## src/rtl/core/jce_pkg.sv

```systemverilog
// Shared types, constants and codes for the joystick command encoder.
// No dependencies; every other file in rtl/core imports this package.
package jce_pkg;

  // Queue between the classify stage and the record emitter
  localparam int unsigned JCE_QUEUE_DEPTH = 2;

  localparam int unsigned ADC_W      = 10;
  localparam int unsigned CFG_IDX_W  = 3;
  localparam int unsigned CFG_DATA_W = 16;
  localparam int unsigned NUM_PRESETS = 5;
  localparam int unsigned NUM_SLOTS   = 10;
  localparam int unsigned SLOT_W      = 4;

  // Register indexes of the configuration port
  localparam logic [CFG_IDX_W-1:0] CFG_DRIVE_MAX        = 3'd0;
  localparam logic [CFG_IDX_W-1:0] CFG_ARM_STEP_MAX     = 3'd1;
  localparam logic [CFG_IDX_W-1:0] CFG_SPEED_HYSTERESIS = 3'd2;
  localparam logic [CFG_IDX_W-1:0] CFG_ELBOW_HYSTERESIS = 3'd3;
  localparam logic [CFG_IDX_W-1:0] CFG_AXIS_PERIOD      = 3'd4;

  typedef enum logic [1:0] {
    CMD_PRESET = 2'd0,
    CMD_GRIP   = 2'd1,
    CMD_MOVE   = 2'd2,
    CMD_ARM    = 2'd3
  } cmd_e;

  localparam logic [2:0] DIR_STOP    = 3'd0;
  localparam logic [2:0] DIR_FORWARD = 3'd1;
  localparam logic [2:0] DIR_BACK    = 3'd2;
  localparam logic [2:0] DIR_RIGHT   = 3'd3;
  localparam logic [2:0] DIR_LEFT    = 3'd4;

  localparam logic [2:0] JOINT_BASE     = 3'd0;
  localparam logic [2:0] JOINT_SHOULDER = 3'd1;
  localparam logic [2:0] JOINT_ELBOW    = 3'd2;

  // Record slots of one scan, in emission order; presets take slots 0 to 4
  localparam logic [SLOT_W-1:0] SLOT_GRIP     = 4'd5;
  localparam logic [SLOT_W-1:0] SLOT_MOVE     = 4'd6;
  localparam logic [SLOT_W-1:0] SLOT_BASE     = 4'd7;
  localparam logic [SLOT_W-1:0] SLOT_SHOULDER = 4'd8;
  localparam logic [SLOT_W-1:0] SLOT_ELBOW    = 4'd9;

  localparam logic [7:0] BASE_MIN     = 8'd0;
  localparam logic [7:0] BASE_MAX     = 8'd180;
  localparam logic [7:0] SHOULDER_MIN = 8'd20;
  localparam logic [7:0] SHOULDER_MAX = 8'd160;
  localparam logic [7:0] ELBOW_OFFSET = 8'd10;
  localparam logic [7:0] ANGLE_HOME   = 8'd90;

  typedef struct packed {
    logic [31:0]      time_ms;
    logic             grip_pressed;
    logic [4:0]       preset_pressed;
    logic [ADC_W-1:0] left_x;
    logic [ADC_W-1:0] left_y;
    logic [ADC_W-1:0] right_x;
    logic [ADC_W-1:0] right_y;
    logic [ADC_W-1:0] elbow_pot;
  } in_t;

  typedef struct packed {
    logic [1:0] command;
    logic [2:0] target;
    logic [2:0] direction;
    logic [7:0] amount;
    logic       last;
  } out_t;

  typedef struct packed {
    logic [7:0]  drive_max;
    logic [3:0]  arm_step_max;
    logic [7:0]  speed_hysteresis;
    logic [7:0]  elbow_hysteresis;
    logic [15:0] axis_period;
  } cfg_t;

  localparam cfg_t CFG_RESET = '{
    drive_max:        8'd220,
    arm_step_max:     4'd3,
    speed_hysteresis: 8'd10,
    elbow_hysteresis: 8'd3,
    axis_period:      16'd50
  };

  // Scan after the axis arithmetic, before the state compare
  typedef struct packed {
    logic [31:0]       time_ms;
    logic              grip;
    logic [4:0]        presets;
    logic [2:0]        dir;
    logic [7:0]        spd;
    logic signed [4:0] base_step;
    logic signed [4:0] shoulder_step;
    logic [7:0]        elbow_angle;
  } axis_t;

  // One queued scan: which records to send and their amounts
  typedef struct packed {
    logic [NUM_SLOTS-1:0] mask;
    logic                 grip_closed;
    logic [2:0]           move_dir;
    logic [7:0]           move_spd;
    logic [7:0]           base_angle;
    logic [7:0]           shoulder_angle;
    logic [7:0]           elbow_angle;
  } entry_t;

endpackage

```

## src/rtl/core/joystick_command_encoder_core.sv

```systemverilog
// Joystick command encoder top level: configuration registers, axis pipeline,
// classify stage, scan queue and record emitter. Uses jce_pkg and all jce_* modules.
// Usage:
//   Scan channel (in_valid_i / in_ready_o / in_data_i) takes one controller scan.
//   Record channel (out_valid_o / out_ready_i / out_data_o) gives the command
//   records of each scan in order; the final one of a scan has last set. A scan
//   that changes nothing gives no record.
//   Configuration channel (cfg_valid_i / cfg_ready_o / cfg_index_i / cfg_data_i)
//   is always ready; unknown indexes are ignored. Write it only while idle.
// Timing:
//   A scan passes three arithmetic stages, the classify stage and the queue; the
//   emitter then loads its first record into the output register. Scans are taken
//   every cycle while nothing downstream stalls; the emitter sends one record per
//   cycle while out_ready_i allows, so the record count of each scan sets the sustained rate.
// Reset:
//   Registers return to their defaults, the gripper opens, drive state reads
//   stop at speed 0, all joints sit at 90 and the throttle time is 0.
// Stalls:
//   When out_ready_i is low the output record holds, the queue fills, and then
//   the pipeline backs up to in_ready_o.
module joystick_command_encoder_core #(
  parameter int unsigned QueueDepth = jce_pkg::JCE_QUEUE_DEPTH
) (
  input  logic                             clk_i,
  input  logic                             rst_ni,
  input  logic                             in_valid_i,
  output logic                             in_ready_o,
  input  jce_pkg::in_t                     in_data_i,
  output logic                             out_valid_o,
  input  logic                             out_ready_i,
  output jce_pkg::out_t                    out_data_o,
  input  logic                             cfg_valid_i,
  output logic                             cfg_ready_o,
  input  logic [jce_pkg::CFG_IDX_W-1:0]    cfg_index_i,
  input  logic [jce_pkg::CFG_DATA_W-1:0]   cfg_data_i
);
  import jce_pkg::*;

  cfg_t   cfg_q, cfg_d;
  logic   axis_valid, axis_ready;
  axis_t  axis;
  logic   ent_valid, ent_ready;
  entry_t ent;
  logic   head_valid, head_pop;
  entry_t head;

  assign cfg_ready_o = 1'b1;

  always_comb begin
    cfg_d = cfg_q;
    if (cfg_valid_i) begin
      case (cfg_index_i)
        CFG_DRIVE_MAX:        cfg_d.drive_max        = cfg_data_i[7:0];
        CFG_ARM_STEP_MAX:     cfg_d.arm_step_max     = cfg_data_i[3:0];
        CFG_SPEED_HYSTERESIS: cfg_d.speed_hysteresis = cfg_data_i[7:0];
        CFG_ELBOW_HYSTERESIS: cfg_d.elbow_hysteresis = cfg_data_i[7:0];
        CFG_AXIS_PERIOD:      cfg_d.axis_period      = cfg_data_i;
        default: ;
      endcase
    end
  end

  always_ff @(posedge clk_i or negedge rst_ni) begin
    if (!rst_ni) begin
      cfg_q <= CFG_RESET;
    end else begin
      cfg_q <= cfg_d;
    end
  end

  jce_map u_map (
    .clk_i       (clk_i),
    .rst_ni      (rst_ni),
    .cfg_i       (cfg_q),
    .in_valid_i  (in_valid_i),
    .in_ready_o  (in_ready_o),
    .in_data_i   (in_data_i),
    .out_valid_o (axis_valid),
    .out_ready_i (axis_ready),
    .out_data_o  (axis)
  );

  jce_classify u_classify (
    .clk_i        (clk_i),
    .rst_ni       (rst_ni),
    .cfg_i        (cfg_q),
    .axis_valid_i (axis_valid),
    .axis_ready_o (axis_ready),
    .axis_i       (axis),
    .ent_valid_o  (ent_valid),
    .ent_ready_i  (ent_ready),
    .ent_o        (ent)
  );

  jce_queue #(
    .Depth (QueueDepth)
  ) u_queue (
    .clk_i        (clk_i),
    .rst_ni       (rst_ni),
    .push_valid_i (ent_valid),
    .push_ready_o (ent_ready),
    .push_data_i  (ent),
    .pop_valid_o  (head_valid),
    .pop_ready_i  (head_pop),
    .pop_data_o   (head)
  );

  jce_emit u_emit (
    .clk_i        (clk_i),
    .rst_ni       (rst_ni),
    .head_valid_i (head_valid),
    .head_i       (head),
    .pop_o        (head_pop),
    .out_valid_o  (out_valid_o),
    .out_ready_i  (out_ready_i),
    .out_data_o   (out_data_o)
  );

endmodule

```

## src/rtl/core/jce_map.sv

```systemverilog
// Axis arithmetic pipeline: deadzone maps of the four stick axes and the elbow pot.
// Three register stages; constant divisions by reciprocal multiply. Uses jce_pkg.
module jce_map (
  input  logic           clk_i,
  input  logic           rst_ni,
  input  jce_pkg::cfg_t  cfg_i,
  input  logic           in_valid_i,
  output logic           in_ready_o,
  input  jce_pkg::in_t   in_data_i,
  output logic           out_valid_o,
  input  logic           out_ready_i,
  output jce_pkg::axis_t out_data_o
);
  import jce_pkg::*;

  localparam int unsigned NUM_W     = 9;
  localparam int unsigned PROD_W    = 17;
  localparam int unsigned RECIP_W   = 18;
  localparam int unsigned DIV_SHIFT = 26;
  localparam int unsigned POS_DIV   = 461;
  localparam int unsigned NEG_DIV   = 462;
  localparam int unsigned EPROD_W   = 18;
  localparam int unsigned ERECIP_W  = 19;
  localparam int unsigned E_SHIFT   = 28;
  localparam int unsigned ADC_FULL  = 1023;

  localparam logic [ADC_W-1:0] POS_START = 10'd562;
  localparam logic [ADC_W-1:0] NEG_END   = 10'd462;
  localparam logic [7:0]       ELBOW_SPAN = 8'd160;

  // Round-up reciprocals, exact for every numerator below 2^PROD_W or 2^EPROD_W
  localparam logic [RECIP_W-1:0] RECIP_POS =
    RECIP_W'(((64'd1 << DIV_SHIFT) + POS_DIV - 1) / POS_DIV);
  localparam logic [RECIP_W-1:0] RECIP_NEG =
    RECIP_W'(((64'd1 << DIV_SHIFT) + NEG_DIV - 1) / NEG_DIV);
  localparam logic [ERECIP_W-1:0] RECIP_ELBOW =
    ERECIP_W'(((64'd1 << E_SHIFT) + ADC_FULL - 1) / ADC_FULL);

  typedef enum logic [1:0] {
    ZONE_DEAD = 2'd0,
    ZONE_POS  = 2'd1,
    ZONE_NEG  = 2'd2
  } zone_e;

  typedef struct packed {
    logic [31:0]       time_ms;
    logic              grip;
    logic [4:0]        presets;
    zone_e [3:0]       zone;
    logic [3:0][PROD_W-1:0] prod;
    logic [EPROD_W-1:0] eprod;
  } s1_t;

  typedef struct packed {
    logic [31:0]       time_ms;
    logic              grip;
    logic [4:0]        presets;
    zone_e [3:0]       zone;
    logic [3:0][7:0]   quo;
    logic [7:0]        equo;
  } s2_t;

  function automatic zone_e zone_of(input logic [ADC_W-1:0] r);
    zone_e z;
    if (r >= POS_START) begin
      z = ZONE_POS;
    end else if (r <= NEG_END) begin
      z = ZONE_NEG;
    end else begin
      z = ZONE_DEAD;
    end
    return z;
  endfunction

  function automatic logic [NUM_W-1:0] numer(input logic [ADC_W-1:0] r);
    logic [ADC_W-1:0] n;
    if (r >= POS_START) begin
      n = r - POS_START;
    end else begin
      n = r;
    end
    return n[NUM_W-1:0];
  endfunction

  function automatic logic [7:0] div_const(input logic [PROD_W-1:0] x, input zone_e z);
    logic [PROD_W+RECIP_W-1:0] p;
    p = (PROD_W+RECIP_W)'(x) *
        (PROD_W+RECIP_W)'((z == ZONE_POS) ? RECIP_POS : RECIP_NEG);
    return p[DIV_SHIFT +: 8];
  endfunction

  function automatic logic [7:0] mag_of(input zone_e z, input logic [7:0] q,
                                        input logic [7:0] m);
    logic [7:0] mag;
    case (z)
      ZONE_POS: mag = q;
      ZONE_NEG: mag = m - q;
      default:  mag = '0;
    endcase
    return mag;
  endfunction

  function automatic logic signed [4:0] step_of(input zone_e z, input logic [7:0] q,
                                               input logic [7:0] m);
    logic [7:0] mag;
    logic signed [4:0] s;
    mag = mag_of(z, q, m);
    case (z)
      ZONE_POS: s = $signed({1'b0, mag[3:0]});
      ZONE_NEG: s = -$signed({1'b0, mag[3:0]});
      default:  s = '0;
    endcase
    return s;
  endfunction

  // Axis order in the stage arrays: 0 left_x, 1 left_y, 2 right_x, 3 right_y
  logic [7:0] arm_m;
  logic       v1_q, v2_q, v3_q;
  logic       rdy1, rdy2, rdy3;
  s1_t        s1_d, s1_q;
  s2_t        s2_d, s2_q;
  axis_t      s3_d, s3_q;
  logic [EPROD_W+ERECIP_W-1:0] eprod_full;
  logic [7:0] mag_f, mag_t;

  assign arm_m = {4'b0, cfg_i.arm_step_max};

  always_comb begin
    s1_d.time_ms = in_data_i.time_ms;
    s1_d.grip    = in_data_i.grip_pressed;
    s1_d.presets = in_data_i.preset_pressed;
    s1_d.zone[0] = zone_of(in_data_i.left_x);
    s1_d.zone[1] = zone_of(in_data_i.left_y);
    s1_d.zone[2] = zone_of(in_data_i.right_x);
    s1_d.zone[3] = zone_of(in_data_i.right_y);
    s1_d.prod[0] = PROD_W'(numer(in_data_i.left_x)) * PROD_W'(cfg_i.drive_max);
    s1_d.prod[1] = PROD_W'(numer(in_data_i.left_y)) * PROD_W'(cfg_i.drive_max);
    s1_d.prod[2] = PROD_W'(numer(in_data_i.right_x)) * PROD_W'(arm_m);
    s1_d.prod[3] = PROD_W'(numer(in_data_i.right_y)) * PROD_W'(arm_m);
    s1_d.eprod   = EPROD_W'(in_data_i.elbow_pot) * EPROD_W'(ELBOW_SPAN);
  end

  always_comb begin
    s2_d.time_ms = s1_q.time_ms;
    s2_d.grip    = s1_q.grip;
    s2_d.presets = s1_q.presets;
    s2_d.zone    = s1_q.zone;
    for (int i = 0; i < 4; i++) begin
      s2_d.quo[i] = div_const(s1_q.prod[i], s1_q.zone[i]);
    end
    eprod_full = (EPROD_W+ERECIP_W)'(s1_q.eprod) * (EPROD_W+ERECIP_W)'(RECIP_ELBOW);
    s2_d.equo  = eprod_full[E_SHIFT +: 8];
  end

  always_comb begin
    mag_f = mag_of(s2_q.zone[1], s2_q.quo[1], cfg_i.drive_max);
    mag_t = mag_of(s2_q.zone[0], s2_q.quo[0], cfg_i.drive_max);
    s3_d.time_ms = s2_q.time_ms;
    s3_d.grip    = s2_q.grip;
    s3_d.presets = s2_q.presets;
    if (mag_f > mag_t) begin
      s3_d.dir = (s2_q.zone[1] == ZONE_POS) ? DIR_FORWARD : DIR_BACK;
      s3_d.spd = mag_f;
    end else if (mag_t != 8'd0) begin
      s3_d.dir = (s2_q.zone[0] == ZONE_POS) ? DIR_RIGHT : DIR_LEFT;
      s3_d.spd = mag_t;
    end else begin
      s3_d.dir = DIR_STOP;
      s3_d.spd = '0;
    end
    s3_d.base_step     = step_of(s2_q.zone[2], s2_q.quo[2], arm_m);
    s3_d.shoulder_step = step_of(s2_q.zone[3], s2_q.quo[3], arm_m);
    s3_d.elbow_angle   = s2_q.equo + ELBOW_OFFSET;
  end

  assign rdy3       = !v3_q || out_ready_i;
  assign rdy2       = !v2_q || rdy3;
  assign rdy1       = !v1_q || rdy2;
  assign in_ready_o = rdy1;

  always_ff @(posedge clk_i or negedge rst_ni) begin
    if (!rst_ni) begin
      v1_q <= 1'b0;
      v2_q <= 1'b0;
      v3_q <= 1'b0;
    end else begin
      if (rdy1) v1_q <= in_valid_i;
      if (rdy2) v2_q <= v1_q;
      if (rdy3) v3_q <= v2_q;
    end
  end

  always_ff @(posedge clk_i) begin
    if (rdy1 && in_valid_i) s1_q <= s1_d;
    if (rdy2 && v1_q)       s2_q <= s2_d;
    if (rdy3 && v2_q)       s3_q <= s3_d;
  end

  assign out_valid_o = v3_q;
  assign out_data_o  = s3_q;

endmodule

```

## src/rtl/core/jce_classify.sv

```systemverilog
// Classify stage: compares one mapped scan against the sent state and decides its records.
// Holds the gripper, drive, joint and throttle state. Uses jce_pkg.
module jce_classify (
  input  logic            clk_i,
  input  logic            rst_ni,
  input  jce_pkg::cfg_t   cfg_i,
  input  logic            axis_valid_i,
  output logic            axis_ready_o,
  input  jce_pkg::axis_t  axis_i,
  output logic            ent_valid_o,
  input  logic            ent_ready_i,
  output jce_pkg::entry_t ent_o
);
  import jce_pkg::*;

  logic        closed_q, closed_d;
  logic        grip_was_q;
  logic [2:0]  sent_dir_q;
  logic [7:0]  sent_spd_q;
  logic [7:0]  base_q, shoulder_q, elbow_q;
  logic [31:0] last_time_q;

  logic [31:0]       elapsed;
  logic              due, grip_edge, move_chg, base_chg, shoulder_chg, elbow_chg;
  logic [7:0]        spd_diff, elbow_diff;
  logic signed [9:0] base_sum, shoulder_sum;
  logic [7:0]        base_d, shoulder_d;
  logic              fire;

  assign elapsed   = axis_i.time_ms - last_time_q;
  assign due       = elapsed >= {16'd0, cfg_i.axis_period};
  assign grip_edge = axis_i.grip && !grip_was_q;
  assign closed_d  = closed_q ^ grip_edge;

  always_comb begin
    spd_diff = (axis_i.spd >= sent_spd_q) ? axis_i.spd - sent_spd_q
                                          : sent_spd_q - axis_i.spd;
    move_chg = (axis_i.dir != sent_dir_q) || (spd_diff > cfg_i.speed_hysteresis);

    base_sum = $signed({2'b00, base_q}) + {{5{axis_i.base_step[4]}}, axis_i.base_step};
    if (base_sum < $signed({2'b00, BASE_MIN})) begin
      base_d = BASE_MIN;
    end else if (base_sum > $signed({2'b00, BASE_MAX})) begin
      base_d = BASE_MAX;
    end else begin
      base_d = base_sum[7:0];
    end
    base_chg = base_d != base_q;

    shoulder_sum = $signed({2'b00, shoulder_q}) +
                   {{5{axis_i.shoulder_step[4]}}, axis_i.shoulder_step};
    if (shoulder_sum < $signed({2'b00, SHOULDER_MIN})) begin
      shoulder_d = SHOULDER_MIN;
    end else if (shoulder_sum > $signed({2'b00, SHOULDER_MAX})) begin
      shoulder_d = SHOULDER_MAX;
    end else begin
      shoulder_d = shoulder_sum[7:0];
    end
    shoulder_chg = shoulder_d != shoulder_q;

    elbow_diff = (axis_i.elbow_angle >= elbow_q) ? axis_i.elbow_angle - elbow_q
                                                 : elbow_q - axis_i.elbow_angle;
    elbow_chg  = elbow_diff > cfg_i.elbow_hysteresis;
  end

  always_comb begin
    ent_o.mask                = '0;
    ent_o.mask[NUM_PRESETS-1:0] = axis_i.presets;
    ent_o.mask[SLOT_GRIP]     = grip_edge;
    ent_o.mask[SLOT_MOVE]     = due && move_chg;
    ent_o.mask[SLOT_BASE]     = due && base_chg;
    ent_o.mask[SLOT_SHOULDER] = due && shoulder_chg;
    ent_o.mask[SLOT_ELBOW]    = due && elbow_chg;
    ent_o.grip_closed         = closed_d;
    ent_o.move_dir            = axis_i.dir;
    ent_o.move_spd            = axis_i.spd;
    ent_o.base_angle          = base_d;
    ent_o.shoulder_angle      = shoulder_d;
    ent_o.elbow_angle         = axis_i.elbow_angle;
  end

  // A scan with no records is dropped here; its state updates still apply
  assign axis_ready_o = ent_ready_i;
  assign fire         = axis_valid_i && ent_ready_i;
  assign ent_valid_o  = axis_valid_i && (ent_o.mask != '0);

  always_ff @(posedge clk_i or negedge rst_ni) begin
    if (!rst_ni) begin
      closed_q    <= 1'b0;
      grip_was_q  <= 1'b0;
      sent_dir_q  <= DIR_STOP;
      sent_spd_q  <= '0;
      base_q      <= ANGLE_HOME;
      shoulder_q  <= ANGLE_HOME;
      elbow_q     <= ANGLE_HOME;
      last_time_q <= '0;
    end else if (fire) begin
      closed_q   <= closed_d;
      grip_was_q <= axis_i.grip;
      if (due) begin
        last_time_q <= axis_i.time_ms;
        base_q      <= base_d;
        shoulder_q  <= shoulder_d;
        if (move_chg) begin
          sent_dir_q <= axis_i.dir;
          sent_spd_q <= axis_i.spd;
        end
        if (elbow_chg) elbow_q <= axis_i.elbow_angle;
      end
    end
  end

endmodule

```

## src/rtl/core/jce_queue.sv

```systemverilog
// Small FIFO of classified scans between the classify stage and the emitter.
// Flop storage, one read address. Uses jce_pkg for the entry type.
module jce_queue #(
  parameter int unsigned Depth = jce_pkg::JCE_QUEUE_DEPTH  // 2 to 32
) (
  input  logic            clk_i,
  input  logic            rst_ni,
  input  logic            push_valid_i,
  output logic            push_ready_o,
  input  jce_pkg::entry_t push_data_i,
  output logic            pop_valid_o,
  input  logic            pop_ready_i,
  output jce_pkg::entry_t pop_data_o
);
  import jce_pkg::*;

  localparam int unsigned PtrW = $clog2(Depth);
  localparam int unsigned CntW = $clog2(Depth + 1);

  entry_t          mem_q [Depth];
  logic [PtrW-1:0] wr_ptr_q, rd_ptr_q;
  logic [CntW-1:0] cnt_q;
  logic            push, pop;

  assign push_ready_o = cnt_q != CntW'(Depth);
  assign pop_valid_o  = cnt_q != '0;
  assign push         = push_valid_i && push_ready_o;
  assign pop          = pop_ready_i && pop_valid_o;
  assign pop_data_o   = mem_q[rd_ptr_q];

  always_ff @(posedge clk_i or negedge rst_ni) begin
    if (!rst_ni) begin
      wr_ptr_q <= '0;
      rd_ptr_q <= '0;
      cnt_q    <= '0;
    end else begin
      if (push) wr_ptr_q <= (wr_ptr_q == PtrW'(Depth - 1)) ? '0 : wr_ptr_q + 1'b1;
      if (pop)  rd_ptr_q <= (rd_ptr_q == PtrW'(Depth - 1)) ? '0 : rd_ptr_q + 1'b1;
      cnt_q <= cnt_q + CntW'(push) - CntW'(pop);
    end
  end

  always_ff @(posedge clk_i) begin
    if (push) mem_q[wr_ptr_q] <= push_data_i;
  end

endmodule

```

## src/rtl/core/jce_emit.sv

```systemverilog
// Record emitter: walks the queued scan at the head, one record per cycle while the
// output is not stalled, into the output register. Uses jce_pkg.
module jce_emit (
  input  logic            clk_i,
  input  logic            rst_ni,
  input  logic            head_valid_i,
  input  jce_pkg::entry_t head_i,
  output logic            pop_o,
  output logic            out_valid_o,
  input  logic            out_ready_i,
  output jce_pkg::out_t   out_data_o
);
  import jce_pkg::*;

  logic [NUM_SLOTS-1:0] done_q, done_d, rem, pick;
  logic [SLOT_W-1:0]    sel;
  logic                 is_last, load;
  logic                 out_valid_q;
  out_t                 out_q, rec_d;

  always_comb begin
    rem = head_i.mask & ~done_q;
    sel = '0;
    // Lowest pending slot goes first
    for (int i = NUM_SLOTS - 1; i >= 0; i--) begin
      if (rem[i]) sel = SLOT_W'(i);
    end
    pick    = NUM_SLOTS'(1) << sel;
    is_last = (rem & ~pick) == '0;
  end

  always_comb begin
    rec_d.command   = CMD_PRESET;
    rec_d.target    = '0;
    rec_d.direction = DIR_STOP;
    rec_d.amount    = '0;
    rec_d.last      = is_last;
    if (sel < SLOT_GRIP) begin
      rec_d.target = sel[2:0];
    end else begin
      case (sel)
        SLOT_GRIP: begin
          rec_d.command = CMD_GRIP;
          rec_d.amount  = {7'd0, head_i.grip_closed};
        end
        SLOT_MOVE: begin
          rec_d.command   = CMD_MOVE;
          rec_d.direction = head_i.move_dir;
          rec_d.amount    = head_i.move_spd;
        end
        SLOT_BASE: begin
          rec_d.command = CMD_ARM;
          rec_d.target  = JOINT_BASE;
          rec_d.amount  = head_i.base_angle;
        end
        SLOT_SHOULDER: begin
          rec_d.command = CMD_ARM;
          rec_d.target  = JOINT_SHOULDER;
          rec_d.amount  = head_i.shoulder_angle;
        end
        SLOT_ELBOW: begin
          rec_d.command = CMD_ARM;
          rec_d.target  = JOINT_ELBOW;
          rec_d.amount  = head_i.elbow_angle;
        end
        default: begin
          rec_d.command = CMD_PRESET;
        end
      endcase
    end
  end

  assign load  = head_valid_i && (!out_valid_q || out_ready_i);
  assign pop_o = load && is_last;

  always_comb begin
    done_d = done_q;
    if (load) done_d = is_last ? '0 : (done_q | pick);
  end

  always_ff @(posedge clk_i or negedge rst_ni) begin
    if (!rst_ni) begin
      out_valid_q <= 1'b0;
      done_q      <= '0;
    end else begin
      done_q <= done_d;
      if (load) begin
        out_valid_q <= 1'b1;
      end else if (out_ready_i) begin
        out_valid_q <= 1'b0;
      end
    end
  end

  always_ff @(posedge clk_i) begin
    if (load) out_q <= rec_d;
  end

  assign out_valid_o = out_valid_q;
  assign out_data_o  = out_q;

endmodule

```

## config.mk

```make
export PLATFORM = sky130hd
export DESIGN_NAME = joystick_command_encoder_core
export DESIGN_NICKNAME = d
export VERILOG_FILES = /design/src/rtl/core/jce_pkg.sv /design/src/rtl/core/joystick_command_encoder_core.sv /design/src/rtl/core/jce_map.sv /design/src/rtl/core/jce_classify.sv /design/src/rtl/core/jce_queue.sv /design/src/rtl/core/jce_emit.sv
export SDC_FILE = /design/constraint.sdc
export NUM_CORES = 2
export LEC_CHECK = 0
export BUFFER_PORTS_ARGS = -buffer_cell sky130_fd_sc_hd__clkbuf_2
export CAP_MARGIN = 0
export CORE_MARGIN = 2
export CORE_UTILIZATION = 40
export DETAILED_ROUTE_END_ITERATION = 10
export HOLD_SLACK_MARGIN = 0.15
export PLACE_DENSITY_LB_ADDON = 0.2
export SLEW_MARGIN = 0
export SYNTH_ARGS = -nofsm -noshare
export SYNTH_HDL_FRONTEND = slang
export SYNTH_SLANG_ARGS = --single-unit
```

## constraint.sdc

```tcl
create_clock -name clk_i -period 8.7 [get_ports clk_i]
set_clock_uncertainty 0.05 [all_clocks]
set_input_delay 1.74 -clock clk_i [delete_from_list [all_inputs] [get_ports clk_i]]
set_output_delay 1.74 -clock clk_i [all_outputs]
set_load 0.05 [all_outputs]
```

# Word level (Yosys, flattened, before mapping)
# Memories as Yosys holds them, arrays and structs flattened.
# Cells that the tools add are included.
[word_totals]
register_bits = 420
ramBits = 92
input_bits = 112
out_inout_bits = 20
wordCells = 232
n_memories = 1
[classes]
n_addsub = 22
n_mul = 10
order_cmp = 19
n_eq_ne = 25
n_shift = 1
n_mux = 49
bitwise = 7
n_reduce_logical = 40
[memory_table]
columns = ["name", "words", "word_bits", "rd", "rd_ports_with_merged_regs", "write_ports", "line", "source"]
rows = [
  ["u_queue.mem_q", 2, 46, 1, 0, 1, "jce_queue.sv:20", "entry_t mem_q [Depth];"],
]
[op_table]
columns = ["cell", "count"]
rows = [
  ["17-bit by 35-bit multiplier with 34-bit output", 2],
  ["17-bit by 18-bit multiplier with 30-bit output", 2],
  ["12-bit two-way mux", 4],
  ["8-bit two-way mux", 6],
  ["8-bit subtractor", 6],
  ["10-bit greater-or-equal comparator (second input constant)", 4],
  ["10-bit by 9-bit <= comparator with 1-bit output (second input constant)", 4],
  ["4-bit two-way mux", 10],
  ["8-bit one-hot mux with 5 select lines", 1],
  ["9-bit two-way mux", 4],
  ["9-bit by 6-bit subtractor with 9-bit output (second input constant)", 4],
  ["9-bit by 8-bit multiplier with 17-bit output", 2],
  ["32-bit by 16-bit greater-or-equal comparator with 1-bit output", 1],
  ["8-bit one-hot mux with 2 select lines", 2],
  ["32-bit subtractor", 1],
  ["13-bit by 19-bit multiplier with 31-bit output (second input constant)", 1],
  ["9-bit by 4-bit multiplier with 13-bit output", 2],
  ["8-bit greater-than comparator", 3],
  ["11-bit two-way mux", 2],
  ["9-bit by 5-bit adder with 10-bit output", 2],
  ["10-bit AND", 2],
  ["10-bit by 9-bit greater-than comparator with 1-bit output (second input constant)", 2],
  ["10-bit NOT", 2],
  ["5-bit one-hot mux with 2 select lines", 2],
  ["other kinds (44)", 102],
]

# Logic depth before layout (Yosys ltp)
[depth]
ltp_word = 19
mapped_depth = 28
depth_no_buf = 28

# By module
# A second synthesis with hierarchy kept.
[unflattened]
hier_cells = 5389
area_unflattened_um2 = 56311.5
[by_module_without_submodules]
columns = ["mod", "instances", "cells_per_inst", "area_per_inst_um2", "seq_area_each_um2"]
rows = [
  ["jce_map", 1, 3924, 40381.2, 8002.7],
  ["jce_classify", 1, 1048, 9054.9, 1741.7],
  ["jce_queue", 1, 165, 3545.9, 2862.7],
  ["joystick_command_encoder_core", 1, 98, 1714.1, 1118.6],
  ["jce_emit", 1, 154, 1615.3, 785.8],
]

# Worst setup path before layout
# Ideal clock, no wire load.
[synth_path]
path_kind = "input to register"
startpoint = "input in_data_i[30] (netlist name)"
endpoint = "register u_map.s1_q[51] (netlist name), data pin"
setup_ns = 0.260
arrival_ns = 7.460
required_time_ns = 8.390
setup_slack_ns = 0.931
cell_stages = 26
n_path_buf = 1
cell_sequence = "clkbuf_1 > nor2_1 > nand2_1 > a21oi_1 > o41ai_1 > clkinv_1 > nand2_1 > xnor2_1 > and2_1 > fa_1 > inv_1 > fa_1 > inv_1 > fa_1 > inv_1 > fa_1 > inv_1 > ha_1 > a21oi_1 > o21ai_0 > a21oi_1 > o21ai_0 > or4_1 > a31o_2 > a21oi_1 > xnor2_1"
[synth_lines]
columns = ["item", "line", "source"]
rows = [
  ["start, declared", "joystick_command_encoder_core.sv:28", "input jce_pkg::in_t in_data_i,"],
  ["end signal, assigned", "jce_map.sv:194", "if (rdy1 && in_valid_i) s1_q <= s1_d;"],
  ["end, declared", "jce_map.sv:120", "s1_t s1_d, s1_q;"],
]

==> summary.txt <==
Run
  – Max Cap Viol: 0

Timing
  – Final hold vios: 0
  – F_max: 0.132 GHz
  – Fin crit share: 87.4%
  – Final setup viols: 0
  – RSZ-0062 raised after global routing: no
  – Final Critical Period: 7.60 ns
  – Fin worst setup slack: 1.10 ns
  – Final TNS setup: 0 ns
  – Max-slew violation count: 0
  – Hold slack: 0.360 ns
  – Worst Tran Pin Value: 1.06 ns
  – Slew headroom: 28.9%

Floorplan
  – Core Region: 136000 um2
  – Io pins: 132
  – Die ar.: 140000 um2
  – Horiz. Die Dim: 374 um
  – Initial Util: 40.4%
  – Die Height: 374 um
  – Row cnt: 135

Clock tree
  – Clk slew on worst S/H paths: 0.06 ns
  – Post-CTS Setup Inserts: 0
  – H-tree levels: 2
  – Clock buffer depth: 3
  – Hold-fix buffers at CTS: 0
  – Clk_lat worst skew: 0.67 ns
  – Root Driver: clkbuf_16
  – TritonCTS buffer count: 58
  – CTS resizes: 0
  – TritonCTS Sinks: 504
  – CTS tree: yes

Placed design
  – Pre-CTS WS: 0.516 ns
  – Port-buffer cells: 130
  – Dpl hpwl: 95400 um
  – RePlAce Congestion: 0.869
  – DP Cell Count: 7248

Final layout
  – Post-Layout Cell Count: 7359
  – Layout cell share with drive strength beyond 1: 6.71%
  – Area growth, synth to finish: 8.64%
  – FILL cells: 13100
  – Final nets: 7083

Setup path
  – Critical path launch point type: flip-flop
  – CP Buf/Inv Count: 3
  – Worst Path Required: 9.04 ns
  – Cell mode on critical path: fa_1
  – CP Class: reg -> reg
  – CP max-delay cell: nand2b_1
  – Crit-path leading delay family: adder cells
  – CP Capture Type: flip-flop
  – CP peak stage delay: 0.57 ns
  – Worst endpoint data arrival time: 7.95 ns
  – Worst-path cell chain: nand2b_1, nand2_1, fa_1, fa_1, fa_1, inv_1, fa_1, fa_1, inv_1, fa_1, inv_1, ha_1, a21o_1, a21o_1, or4_1, a21oi_1, o21ai_0, a21o_1, a21oi_1, o21ai_0, o41a_1, xnor2_1
  – CP max FO: 19

Global route
  – GRT Overall Usage: 17.1%
  – Global-route wire length before repair: 196000 um
  – Largest net degree at the start of global routing: 71
  – Vias in the first global route: 37600
  – Initial antenna violation count: 6
  – Total gr overflow: 0

Route
  – DRT antenna net count: 0
  – Wire per inst: 15.9 um
  – DRT Wirelength: 117000 um
  – DR vias: 35500
  – # DRC: 0
  – DR iter-0 viols: 1533
  – 1st-pass router iterations: 5
  – Post-DR vias/cell: 4.83

Logic synthesis
  – Synth cell types: 89
  – Syn. warnings: 0
  – Mean area per synthesized cell: 10.2 um2
  – Post-synth top area share: 23.0%
  – Synth top area cells: fa_1 (23%), edfxtp_1 (20%), ha_1 (19%), inv_1 (8.6%), dfrtp_1 (4.8%)
  – Cells after Synth: 5385
  – Cell accounting for the most synthesized area: fa_1
  – Synthesized cell area: 54800 um2
  – Synthesis-stage register bit count: 504
  – Ys flop type: edfxtp_1
  – Register area share after synthesis: 26.5%
  – Top cells by count, synth: inv_1 (1262), ha_1 (813), fa_1 (631)
  – Number of flops mapped to enable cells by yosys: 373
  – Cell with the most instances after synthesis: inv_1
  – Async set-or-reset flop fraction in the synthesized netlist: 26.0%

Hold path
  – HP Class: reg -> reg

Outcome
  – Outcome: complete, no violations
==> state kept, by name, summed over array words and instances (netlist names), 2 cells and up <==
signal / cells
cfg_q: 44
u_classify.base_q: 8
u_classify.elbow_q: 8
u_classify.last_time_q: 32
u_classify.sent_dir_q: 3
u_classify.sent_spd_q: 8
u_classify.shoulder_q: 8
u_emit.done_q: 10
u_emit.out_data_o: 17
u_map.out_data_o: 67
u_map.s1_q: 119
u_map.s2_q: 78
u_queue.cnt_q: 2
u_queue.mem_q: 92
==> final timing paths <==
path / start / cells after the start / end / slack [ns]
worst max-delay path: u_map.s1_q[88] / 22 / u_map.s2_q[23] / 1.10
worst min-delay path: u_map.s2_q[64] / 0 / u_map.out_data_o[45] / 0.36
worst max register to register: u_map.s1_q[88] / 22 / u_map.s2_q[23] / 1.10
worst min register to register: u_map.s2_q[64] / 0 / u_map.out_data_o[45] / 0.36
max in group asynchronous: rst_ni / 2 / u_classify.elbow_q[0] / 6.16
min in group asynchronous: rst_ni / 1 / u_emit.done_q[0] / 1.07
==> kinds of logic (layout without fill, tap and decap cells) <==
kind of cell               after synthesis  after routing  synth area share [%]
adders and majority gates             1444           1444                  41.6
buffers and inverters                 1391           1533                  9.59
and+or+nand+nor                       1081           1081                  9.34
AOI/OAI and AO/OA                      689            689                  8.08
DFF                                    504            504                  26.5
xor gates and xnor gates               183            183                  2.92
muxes                                   91             91                  2.01
other                                    2             53                0.0137
==> cell type report <==
class	count	area, um2	area share [%]
diodes	1	2.50	0.00420
repair buffers	160	882	1.48
inverters	1263	4740	7.96
well taps	1781	2230	3.74
multi-input cells	3540	35300	59.3
flip-flops and latches	504	14500	24.4
clock buffers	82	1630	2.74
clock inverters	28	264	0.443
==> metrics by stage <==
step	util, %	area [um2]
after detailed placement	42.5	57700
after global placement	42.5	57700
final	43.9	59600
after floorplan	-	55000
after global routing	43.9	59600
after CTS	43.9	59600
==> cell usage in the layout, fill, tap and decap left out, drive strengths merged, types with 26 or more instances in the layout <==
cell type and count:
mux2 42, nand3 44, edfxtp 373, inv 1264, a21o 79, ha 813
o21ai 193, buf 31, dfrtp 105, clkbuf 211, conb 52, nor3 48
fa 631, a21oi 157, nor2 191, xor2 59, dfstp 26, nand2 461
and2 114, xnor2 124, nand2b 52, o21a 37, mux2i 41, nor2b 36
==> layer usage <==
metal | global-route usage, % | share of wire, %
met3 | 2.30 | 3.8
met4 | 3.39 | 1.8
met1 | 24.5 | 49
met2 | 27.9 | 45
met5 | 0 | 0.047
==> worst reg2reg max path: cells and delay by family (launching register included) <==
kind / cells / cell delay (ns)
adders and majority gates: 7 / 3.32
AOI/OAI and AO/OA: 8 / 1.88
and+or+nand+nor: 3 / 1.38
DFF: 1 / 0.45
buffers and inverters: 3 / 0.15
xor gates and xnor gates: 1 / 0.14
Power is left out: the tool's default activity adds up to more than one toggle a clock period on the data nets, which glitch-free logic cannot reach.
